--- src/rtl/uuidp_pkg.sv ---
// shared types and character constants for the uuid text parser
package uuidp_pkg;

    localparam int unsigned CHAR_W  = 8;
    localparam int unsigned NIB_W   = 4;
    localparam int unsigned HALF_W  = 64;
    localparam int unsigned COUNT_W = 6;

    localparam logic [CHAR_W-1:0] CHAR_DASH  = 8'h2D;
    localparam logic [CHAR_W-1:0] CHAR_OPEN  = 8'h7B;
    localparam logic [CHAR_W-1:0] CHAR_CLOSE = 8'h7D;

    localparam logic [COUNT_W-1:0] DIGITS_TOTAL = 6'd32;

    localparam logic [HALF_W-1:0] TOP_BIT_FLIP = 64'h8000_0000_0000_0000;

    // decoded view of one character byte
    typedef struct packed {
        logic             is_hex;
        logic [NIB_W-1:0] nibble;
        logic             is_dash;
        logic             is_open;
        logic             is_close;
    } char_class_t;

    // one finished string
    typedef struct packed {
        logic [HALF_W-1:0] value_high;
        logic [HALF_W-1:0] value_low;
        logic              ok;
    } uuid_result_t;

endpackage

--- src/rtl/uuidp_char_decode.sv ---
// classifies one character byte: hex digit value, dash and brackets
module uuidp_char_decode (
    input  logic [uuidp_pkg::CHAR_W-1:0] char_code,
    output uuidp_pkg::char_class_t       char_class
);

    logic [uuidp_pkg::CHAR_W-1:0] off_digit;
    logic [uuidp_pkg::CHAR_W-1:0] off_lower;
    logic [uuidp_pkg::CHAR_W-1:0] off_upper;

    assign off_digit = char_code - 8'h30;
    assign off_lower = char_code - 8'h61;
    assign off_upper = char_code - 8'h41;

    always_comb begin
        char_class.is_hex   = 1'b1;
        char_class.nibble   = '0;
        if (char_code >= 8'h30 && char_code <= 8'h39) begin
            char_class.nibble = off_digit[uuidp_pkg::NIB_W-1:0];
        end else if (char_code >= 8'h61 && char_code <= 8'h66) begin
            char_class.nibble = 4'd10 + off_lower[uuidp_pkg::NIB_W-1:0];
        end else if (char_code >= 8'h41 && char_code <= 8'h46) begin
            char_class.nibble = 4'd10 + off_upper[uuidp_pkg::NIB_W-1:0];
        end else begin
            char_class.is_hex = 1'b0;
        end
        char_class.is_dash  = (char_code == uuidp_pkg::CHAR_DASH);
        char_class.is_open  = (char_code == uuidp_pkg::CHAR_OPEN);
        char_class.is_close = (char_code == uuidp_pkg::CHAR_CLOSE);
    end

endmodule

--- src/rtl/uuidp_accum.sv ---
// per-string parse state, digit shift registers and the end-of-string result
module uuidp_accum (
    input  logic                    aclk,
    input  logic                    aresetn,
    input  logic                    step,
    input  logic                    last_char,
    input  uuidp_pkg::char_class_t  char_class,
    output uuidp_pkg::uuid_result_t result
);

    logic                          at_start_reg,     at_start_next;
    logic                          bracket_mode_reg, bracket_mode_next;
    logic                          failed_reg,       failed_next;
    logic [uuidp_pkg::COUNT_W-1:0] digit_count_reg,  digit_count_next;
    logic [uuidp_pkg::HALF_W-1:0]  high_acc_reg,     high_acc_next;
    logic [uuidp_pkg::HALF_W-1:0]  low_acc_reg,      low_acc_next;

    logic skip_open;
    logic bracket_now;
    logic closing;
    logic parse;
    logic fail_mid;
    logic fail_end;
    logic take_digit;
    logic [uuidp_pkg::COUNT_W-1:0] count_end;
    logic [uuidp_pkg::HALF_W-1:0]  high_end;
    logic [uuidp_pkg::HALF_W-1:0]  low_end;
    logic ok;

    always_comb begin
        skip_open   = at_start_reg && char_class.is_open;
        bracket_now = bracket_mode_reg || skip_open;
        closing     = last_char && bracket_now;
        parse       = !skip_open && !closing;
        fail_mid    = failed_reg || (closing && !char_class.is_close);

        take_digit = 1'b0;
        fail_end   = fail_mid;
        if (parse && !fail_mid && !char_class.is_dash) begin
            // 33rd digit or a non-hex byte
            if (digit_count_reg[uuidp_pkg::COUNT_W-1] || !char_class.is_hex) begin
                fail_end = 1'b1;
            end else begin
                take_digit = 1'b1;
            end
        end

        count_end = digit_count_reg;
        high_end  = high_acc_reg;
        low_end   = low_acc_reg;
        if (take_digit) begin
            count_end = digit_count_reg + 6'd1;
            // bit 4 set: first half already holds 16 digits
            if (digit_count_reg[4]) begin
                low_end  = {low_acc_reg[uuidp_pkg::HALF_W-5:0], char_class.nibble};
            end else begin
                high_end = {high_acc_reg[uuidp_pkg::HALF_W-5:0], char_class.nibble};
            end
        end

        ok = !fail_end && (count_end == uuidp_pkg::DIGITS_TOTAL);
        result.ok         = ok;
        result.value_high = ok ? (high_end ^ uuidp_pkg::TOP_BIT_FLIP) : '0;
        result.value_low  = ok ? low_end : '0;

        at_start_next     = at_start_reg;
        bracket_mode_next = bracket_mode_reg;
        failed_next       = failed_reg;
        digit_count_next  = digit_count_reg;
        high_acc_next     = high_acc_reg;
        low_acc_next      = low_acc_reg;
        if (step) begin
            if (last_char) begin
                at_start_next     = 1'b1;
                bracket_mode_next = 1'b0;
                failed_next       = 1'b0;
                digit_count_next  = '0;
                high_acc_next     = '0;
                low_acc_next      = '0;
            end else begin
                at_start_next     = 1'b0;
                bracket_mode_next = bracket_now;
                failed_next       = fail_end;
                digit_count_next  = count_end;
                high_acc_next     = high_end;
                low_acc_next      = low_end;
            end
        end
    end

    always_ff @(posedge aclk) begin
        if (!aresetn) begin
            at_start_reg     <= 1'b1;
            bracket_mode_reg <= 1'b0;
            failed_reg       <= 1'b0;
            digit_count_reg  <= '0;
            high_acc_reg     <= '0;
            low_acc_reg      <= '0;
        end else begin
            at_start_reg     <= at_start_next;
            bracket_mode_reg <= bracket_mode_next;
            failed_reg       <= failed_next;
            digit_count_reg  <= digit_count_next;
            high_acc_reg     <= high_acc_next;
            low_acc_reg      <= low_acc_next;
        end
    end

    a_count_bounded: assert property (@(posedge aclk) disable iff (!aresetn)
        digit_count_reg <= uuidp_pkg::DIGITS_TOTAL)
        else $error("digit count above 32");

    a_end_clears: assert property (@(posedge aclk) disable iff (!aresetn)
        step && last_char |=> at_start_reg && !failed_reg && digit_count_reg == '0
                              && !bracket_mode_reg)
        else $error("state not cleared after last character");

    a_bracket_only_at_start: assert property (@(posedge aclk) disable iff (!aresetn)
        step && !last_char && !bracket_mode_reg && !at_start_reg |=> !bracket_mode_reg)
        else $error("bracket mode set after first character");

endmodule

--- src/rtl/uuid_text_parser_unit.sv ---
// top level of the uuid text parser: input register, parse step, result register
//
//  channel   dir  handshake              payload
//  s_axis    in   tvalid/tready/tlast    tdata[7:0] char_code, tlast last_char
//  m_axis    out  tvalid/tready          tdata[127:0] value_high, value_low; tuser ok
//
//  one character item per cycle unless a last character waits on a held result;
//  a last character raises m_axis_tvalid via the input register, then result register
//  aresetn is synchronous; it empties both registers and restarts string parsing
//  a held result stalls only a last character waiting behind it; other
//  characters keep flowing into the parse state
module uuid_text_parser_unit (
    input  logic         aclk,
    input  logic         aresetn,
    // input characters
    input  logic         s_axis_tvalid,
    output logic         s_axis_tready,
    input  logic [7:0]   s_axis_tdata,   // [7:0] char_code
    input  logic         s_axis_tlast,   // last_char
    // parsed values
    output logic         m_axis_tvalid,
    input  logic         m_axis_tready,
    output logic [127:0] m_axis_tdata,   // [63:0] value_high, [127:64] value_low
    output logic         m_axis_tuser    // [0] ok
);

    // input register
    logic                         in_valid_reg, in_valid_next;
    logic [uuidp_pkg::CHAR_W-1:0] in_char_reg;
    logic                         in_last_reg;

    // result register
    logic                    out_valid_reg, out_valid_next;
    uuidp_pkg::uuid_result_t out_data_reg;

    uuidp_pkg::char_class_t  char_class;
    uuidp_pkg::uuid_result_t result;

    logic s_accept;
    logic advance;
    logic out_load;

    // a non-last character never needs the result register
    assign advance  = in_valid_reg && (!in_last_reg || !out_valid_reg || m_axis_tready);
    assign out_load = advance && in_last_reg;
    assign s_axis_tready = !in_valid_reg || advance;
    assign s_accept      = s_axis_tvalid && s_axis_tready;

    always_comb begin
        in_valid_next = in_valid_reg;
        if (s_accept) begin
            in_valid_next = 1'b1;
        end else if (advance) begin
            in_valid_next = 1'b0;
        end
        out_valid_next = out_valid_reg;
        if (out_load) begin
            out_valid_next = 1'b1;
        end else if (m_axis_tready) begin
            out_valid_next = 1'b0;
        end
    end

    always_ff @(posedge aclk) begin
        if (!aresetn) begin
            in_valid_reg  <= 1'b0;
            out_valid_reg <= 1'b0;
        end else begin
            in_valid_reg  <= in_valid_next;
            out_valid_reg <= out_valid_next;
        end
    end

    // payload registers, no reset
    always_ff @(posedge aclk) begin
        if (s_accept) begin
            in_char_reg <= s_axis_tdata;
            in_last_reg <= s_axis_tlast;
        end
        if (out_load) begin
            out_data_reg <= result;
        end
    end

    uuidp_char_decode u_decode (
        .char_code  (in_char_reg),
        .char_class (char_class)
    );

    uuidp_accum u_accum (
        .aclk       (aclk),
        .aresetn    (aresetn),
        .step       (advance),
        .last_char  (in_last_reg),
        .char_class (char_class),
        .result     (result)
    );

    assign m_axis_tvalid = out_valid_reg;
    assign m_axis_tdata  = {out_data_reg.value_low, out_data_reg.value_high};
    assign m_axis_tuser  = out_data_reg.ok;

    a_bad_is_zero: assert property (@(posedge aclk) disable iff (!aresetn)
        out_valid_reg && !out_data_reg.ok |-> out_data_reg.value_high == '0
                                              && out_data_reg.value_low == '0)
        else $error("failed string carries a nonzero value");

    a_last_held: assert property (@(posedge aclk) disable iff (!aresetn)
        in_valid_reg && in_last_reg && out_valid_reg && !m_axis_tready |=> in_valid_reg)
        else $error("last character dropped while result stalled");

    a_load_needs_room: assert property (@(posedge aclk) disable iff (!aresetn)
        out_load |-> !out_valid_reg || m_axis_tready)
        else $error("result register overwritten");

endmodule

--- config.mk ---
export PLATFORM = sky130hd
export DESIGN_NAME = uuid_text_parser_unit
export DESIGN_NICKNAME = d
export VERILOG_FILES = /design/src/rtl/uuidp_pkg.sv /design/src/rtl/uuidp_char_decode.sv /design/src/rtl/uuidp_accum.sv /design/src/rtl/uuid_text_parser_unit.sv
export SDC_FILE = /design/constraint.sdc
export NUM_CORES = 1
export LEC_CHECK = 0
export BUFFER_PORTS_ARGS = -buffer_cell sky130_fd_sc_hd__buf_2
export CAP_MARGIN = 20
export CORE_MARGIN = 10
export CORE_UTILIZATION = 35
export DETAILED_ROUTE_END_ITERATION = 6
export PLACE_DENSITY = 0.63
export SLEW_MARGIN = 5
export SYNTH_ARGS = -nofsm -noshare
export SYNTH_HDL_FRONTEND = slang
export SYNTH_SLANG_ARGS = --single-unit
--- constraint.sdc ---
create_clock -name aclk -period 5.1 [get_ports aclk]
set_input_delay 0.765 -clock aclk [delete_from_list [all_inputs] [get_ports aclk]]
set_output_delay 0.765 -clock aclk [all_outputs]
set_load 0.01 [all_outputs]
## Word-level counts from Yosys, hierarchy flattened

Cells that the tools add are included.

- Register bits: 277
- Output and inout port bits: 131

- Mux-type cells: 25
- Order comparisons: 6
- Bitwise operators: 1
- Reduce and logical (&&, ||, !) cells: 31
- Equal/unequal tests: 4
- Add/subtract/negate cells: 6

Operator list:

| kind | number |
|---|---|
| 64-bit 2-to-1 mux | 6 |
| 8-bit by 7-bit equality test with 1-bit output, second input constant | 2 |
| 8-bit by 7-bit greater-or-equal comparator with 1-bit output, second input constant | 2 |
| 8-bit by 7-bit less-or-equal comparator with 1-bit output, second input constant | 2 |
| 1-bit 2-to-1 mux | 14 |
| 1-bit logical AND | 13 |
| 4-bit 2-to-1 mux | 3 |
| 6-bit 2-to-1 mux | 2 |
| 4-bit by 1-bit subtractor with 4-bit output, second input constant | 3 |
| 1-bit logical NOT | 10 |
| 4-bit adder, first input constant | 2 |
| 8-bit by 6-bit equality test with 1-bit output, second input constant | 1 |
| 8-bit by 6-bit greater-or-equal comparator with 1-bit output, second input constant | 1 |
| 8-bit by 6-bit less-or-equal comparator with 1-bit output, second input constant | 1 |
| 6-bit by 1-bit adder with 6-bit output, second input constant | 1 |
| 6-bit equality test, second input constant | 1 |
| 1-bit logical OR | 6 |
| 2-bit nonzero test | 2 |
| 1-bit inverter | 1 |

## Depth between registers and ports, before layout

- Depth in word-level cells: 13
- Mapped depth: 11
- Mapped depth without buffers: 8

## By module

A second synthesis with hierarchy kept.

- Cell total of the unflattened synthesis: 1406
- Area total of the unflattened synthesis: 12756.0 um2

Modules (own cells, without submodules):

| module | area an instance (um2) | times used | cells each | seq. area each (um2) |
|---|---|---|---|---|
| uuidp_accum | 8265.4 | 1 | 1224 | 2742.6 |
| uuid_text_parser_unit | 4261.6 | 1 | 150 | 4184.0 |
| uuidp_char_decode | 229.0 | 1 | 32 | 0.0 |

## Worst setup path before layout

Ideal clock, no wire load.

- Path kind: input to register
- From: in m_axis_tready
- To: reg out_data_reg, in the netlist m_axis_tdata[0] (enable)
- Path buffers: 0
- Required time: 4.618 ns
- Arrival time: 3.810 ns
- Stages: 5
- Slack: 0.809 ns
- Cell sequence: nand2b_1 nor2_1 nor2b_1 nand2_1 inv_1

- Cells in the longest elaborated chain, start to end: 3

Ends and longest elaborated chain:

| item | RTL line | text |
|---|---|---|
| start, declared | uuid_text_parser_unit.sv:22 | `input logic m_axis_tready,` |
| 1-bit logical OR | uuid_text_parser_unit.sv:44 | `assign advance = in_valid_reg && (!in_last_reg \|\| !out_valid_reg \|\| m_axis_tready);` |
| 1-bit logical AND | uuid_text_parser_unit.sv:44 |  |
| 1-bit logical AND | uuid_text_parser_unit.sv:45 | `assign out_load = advance && in_last_reg;` |
| named net out_load | uuid_text_parser_unit.sv:41 | `logic out_load;` |
| end signal, assigned | uuid_text_parser_unit.sv:81 | `out_data_reg <= result;` |
| end, declared | uuid_text_parser_unit.sv:34 | `uuidp_pkg::uuid_result_t out_data_reg;` |

The timed path passes the listed nets, and every way through them passes these cells.
A chain may end at the register's enable or synchronous reset.

## Worst setup path after layout

- From: reg in_char_reg[3] (netlist name)
- To: reg out_data_reg, in the netlist m_axis_tdata[47] (data pin)

- Cells in the longest elaborated chain, start to end: 13

Ends and longest elaborated chain:

| item | RTL line | text |
|---|---|---|
| start, declared | uuid_text_parser_unit.sv:29 | `logic [uuidp_pkg::CHAR_W-1:0] in_char_reg;` |
| start signal, assigned | uuid_text_parser_unit.sv:77 | `in_char_reg <= s_axis_tdata;` |
| parallel branches: the longest is 13 deep, another holds 8-bit by 7-bit greater-or-equal comparator with 1-bit output | -- |  |

Parallel ways; which one is timed is not known.

==> metrics.yaml <==
status: "completed"
ys_seq_elements: 277
p_per_area_nw_per_um2: 316
ff_latch_area_um2: 6930
syn_area_um2: 12700
dieWidth_um: 210
grt_pass1_wl_mm: 48.6
track_usage_pct: 13.3
critPathMaxFanout: 74
fin_skew_ps: 13.3
grt_max_degree: 102
path_clk_slew_ps: 60
synth_cell_types: 57
clockRootBuffer: "clkbuf_16"
max_slew.worst_pin.slew_ps: 1020
dp.final_hpwl_mm: 18.6
drive_gt1_share_pct: 28.9
cp-end-kind: "register"
cts.htree.levels: 1
die-area_um2: 44200
cts_num_sinks: 277
critPathRequiredTime_ps: 5380
utilization_pct: 41.0
finalSetupTns_ps: 0
drt_iter0_markers: 601
drv_cap: 0
synth.top_cell.area_share_pct: 32.7
crit_arrival_ps: 3950
synth_largest_area_cell: "edfxtp_1"
cts_buffer_depth: 3
vias: 8795
rows: 69
drc: 0
wl_per_cell_um: 18.7
synth-edff-count: 138
io_pins: 144
syn_area_per_cell_um2: 12.0
antenna_found_initial: 0
fmax_mhz: 272
largest_reg_flops: 128
setup_viol: 0
synthCells: 1055
slew_headroom_pct: 32.1
fin_nets: 1163
cp_slowest_cell: "or4b_4"
cts-resized-gates: 0
initial_utilization_pct: 35.5
max_stage_delay_ps: 590
routed_wl_mm: 30.4
grt_pass1_vias: 8517
synth_area_leaders: "edfxtp_1, dfxtp_1, mux2i_1, nor3_2, a22oi_1"
finalHoldViolCount: 0
dominantRegCellSynth: "dfxtp_1"
port_buffers: 143
period_share_pct: 72.1
holdBufCountCts: 0
fin_crit_ps: 3680
multi_input_area_um2: 5240
cts_tree: "done"
fp.dieH_um: 210
rsz0062_at_grt: "no"
yosysMostFrequentCell: "dfxtp_1"
synth-seq-area-share_pct: 54.7
syn_to_final_growth_pct: 15.6
diodes: 0
crit_chain: "or4b_4 > a311oi_2 > a21o_1 > nand3_2 > mux2i_4 > buf_12 > buf_4 > nor3_2"
async_flop_share_pct: 0
fillers: 3356
post_cts_buffers: 0
worstSetupPathType: "reg2reg"
p_leak_nw: 5.64
viasPerCell: 5.40
yosysWarningCount: 0
hp-class: "in2reg"
peakVddDrop_mv: 0.212
clkLatencyLatePin_ps: 550
syn_nets: 1073
synth_common_cells: "dfxtp_1, edfxtp_1, mux2i_1"
overflow: 0
gp_congestion: 0.744
dr.pass1.iters: 4
cts_made_buffers: 29
ant_nets: 0
core_um2: 35700
start_kind: "register"
drv_slew: 0
## metal layers
| layer | up-vias | part of all wire (%) | wire (um) | global-route usage, % |
|---|---|---|---|---|
| met5 | - | 0 | 0 | 0 |
| met4 | 0 | 1.4 | 426 | 3.02 |
| met3 | 28 | 5.5 | 1670 | 2.76 |
| met2 | 170 | 45 | 13800 | 20.2 |
| met1 | 4345 | 48 | 14500 | 18.8 |
| li1 | 4252 | - | - | - |
## cell families (layout without fill, tap and decap cells)
family,after synthesis,after routing,synth area share [%]
xor+xnor,1,1,0.0692
mux,121,121,9.57
flops,277,277,54.7
simple gates,287,287,16.1
buf+inv,108,221,4.62
fa+ha+maj,5,5,0.494
compound gates,256,256,14.4
## critical path, delay by kind of cell (launching register included)
family | cells | cell delay (ps)
compound gates | 2 | 770
buf+inv | 2 | 970
flops | 1 | 470
mux | 1 | 250
simple gates | 3 | 880
## metrics by stage
step                hold WS, ps  setup WS [ps]  instances  power, mW  instance area (um^2)
detailed placement          446           1420       1574       2.54                 13700
global placement            454           1570       1574       2.54                 13700
floorplan                   426            809       1055       2.49                 12700
global route                360           1160       1629       4.78                 14600
CTS                         354           1410       1628       4.68                 14600
finish                      387           1420       1629       4.62                 14600
## layout make-up
cell class              instances  area share, %
flip-flops and latches        277           47.3
multi-input cells             670           35.8
clock buffers                  33           5.06
inverters                       8          0.239
clock inverters                21           1.46
repair buffers                159           6.16
well taps                     461           3.94
## final timing paths
path	startpoint	endpoint	slack, ps	depth (start not counted)
worst min register to register	u_accum.at_start_reg$_SDFFE_PN1P_	u_accum.at_start_reg$_SDFFE_PN1P_	470	1
worst max register to register	in_char_reg[3]$_DFFE_PP_	m_axis_tdata[47]$_SDFFCE_PN0P_	1420	8
worst max-delay path	in_char_reg[3]$_DFFE_PP_	m_axis_tdata[47]$_SDFFCE_PN0P_	1420	8
worst min-delay path	s_axis_tdata[7]	in_char_reg[7]$_DFFE_PP_	390	1
## cells in the final DEF (no fill, tap or decap), types with 6 or more instances in the layout
cell       Yosys  routed
a21oi_1        9       8
buf_2         20     142
inv_1          7       6
nor2_1        16      16
a2111oi_2     10      10
clkinv_1       0       7
o21ai_1       87      86
nor3_1        20      20
a22o_1        37      37
mux2i_1      121     120
clkbuf_16      0      29
nand3_1       95      93
a22oi_1       85      85
dfxtp_1      139     139
nor3_2       111     110
nand2_1       11      10
buf_4         13      12
and2_1         7       7
edfxtp_1     138     138
## power by group
group          total [mW]  internal (mW)  switching (mW)  leakage (nW)
registers            2.35           2.34         0.00945          2.65
clock network        2.13           1.25           0.882         0.455
logic               0.145         0.0332           0.112          2.53
total                4.62           3.62            1.00          5.64
(Power assumes the default switching activity.)
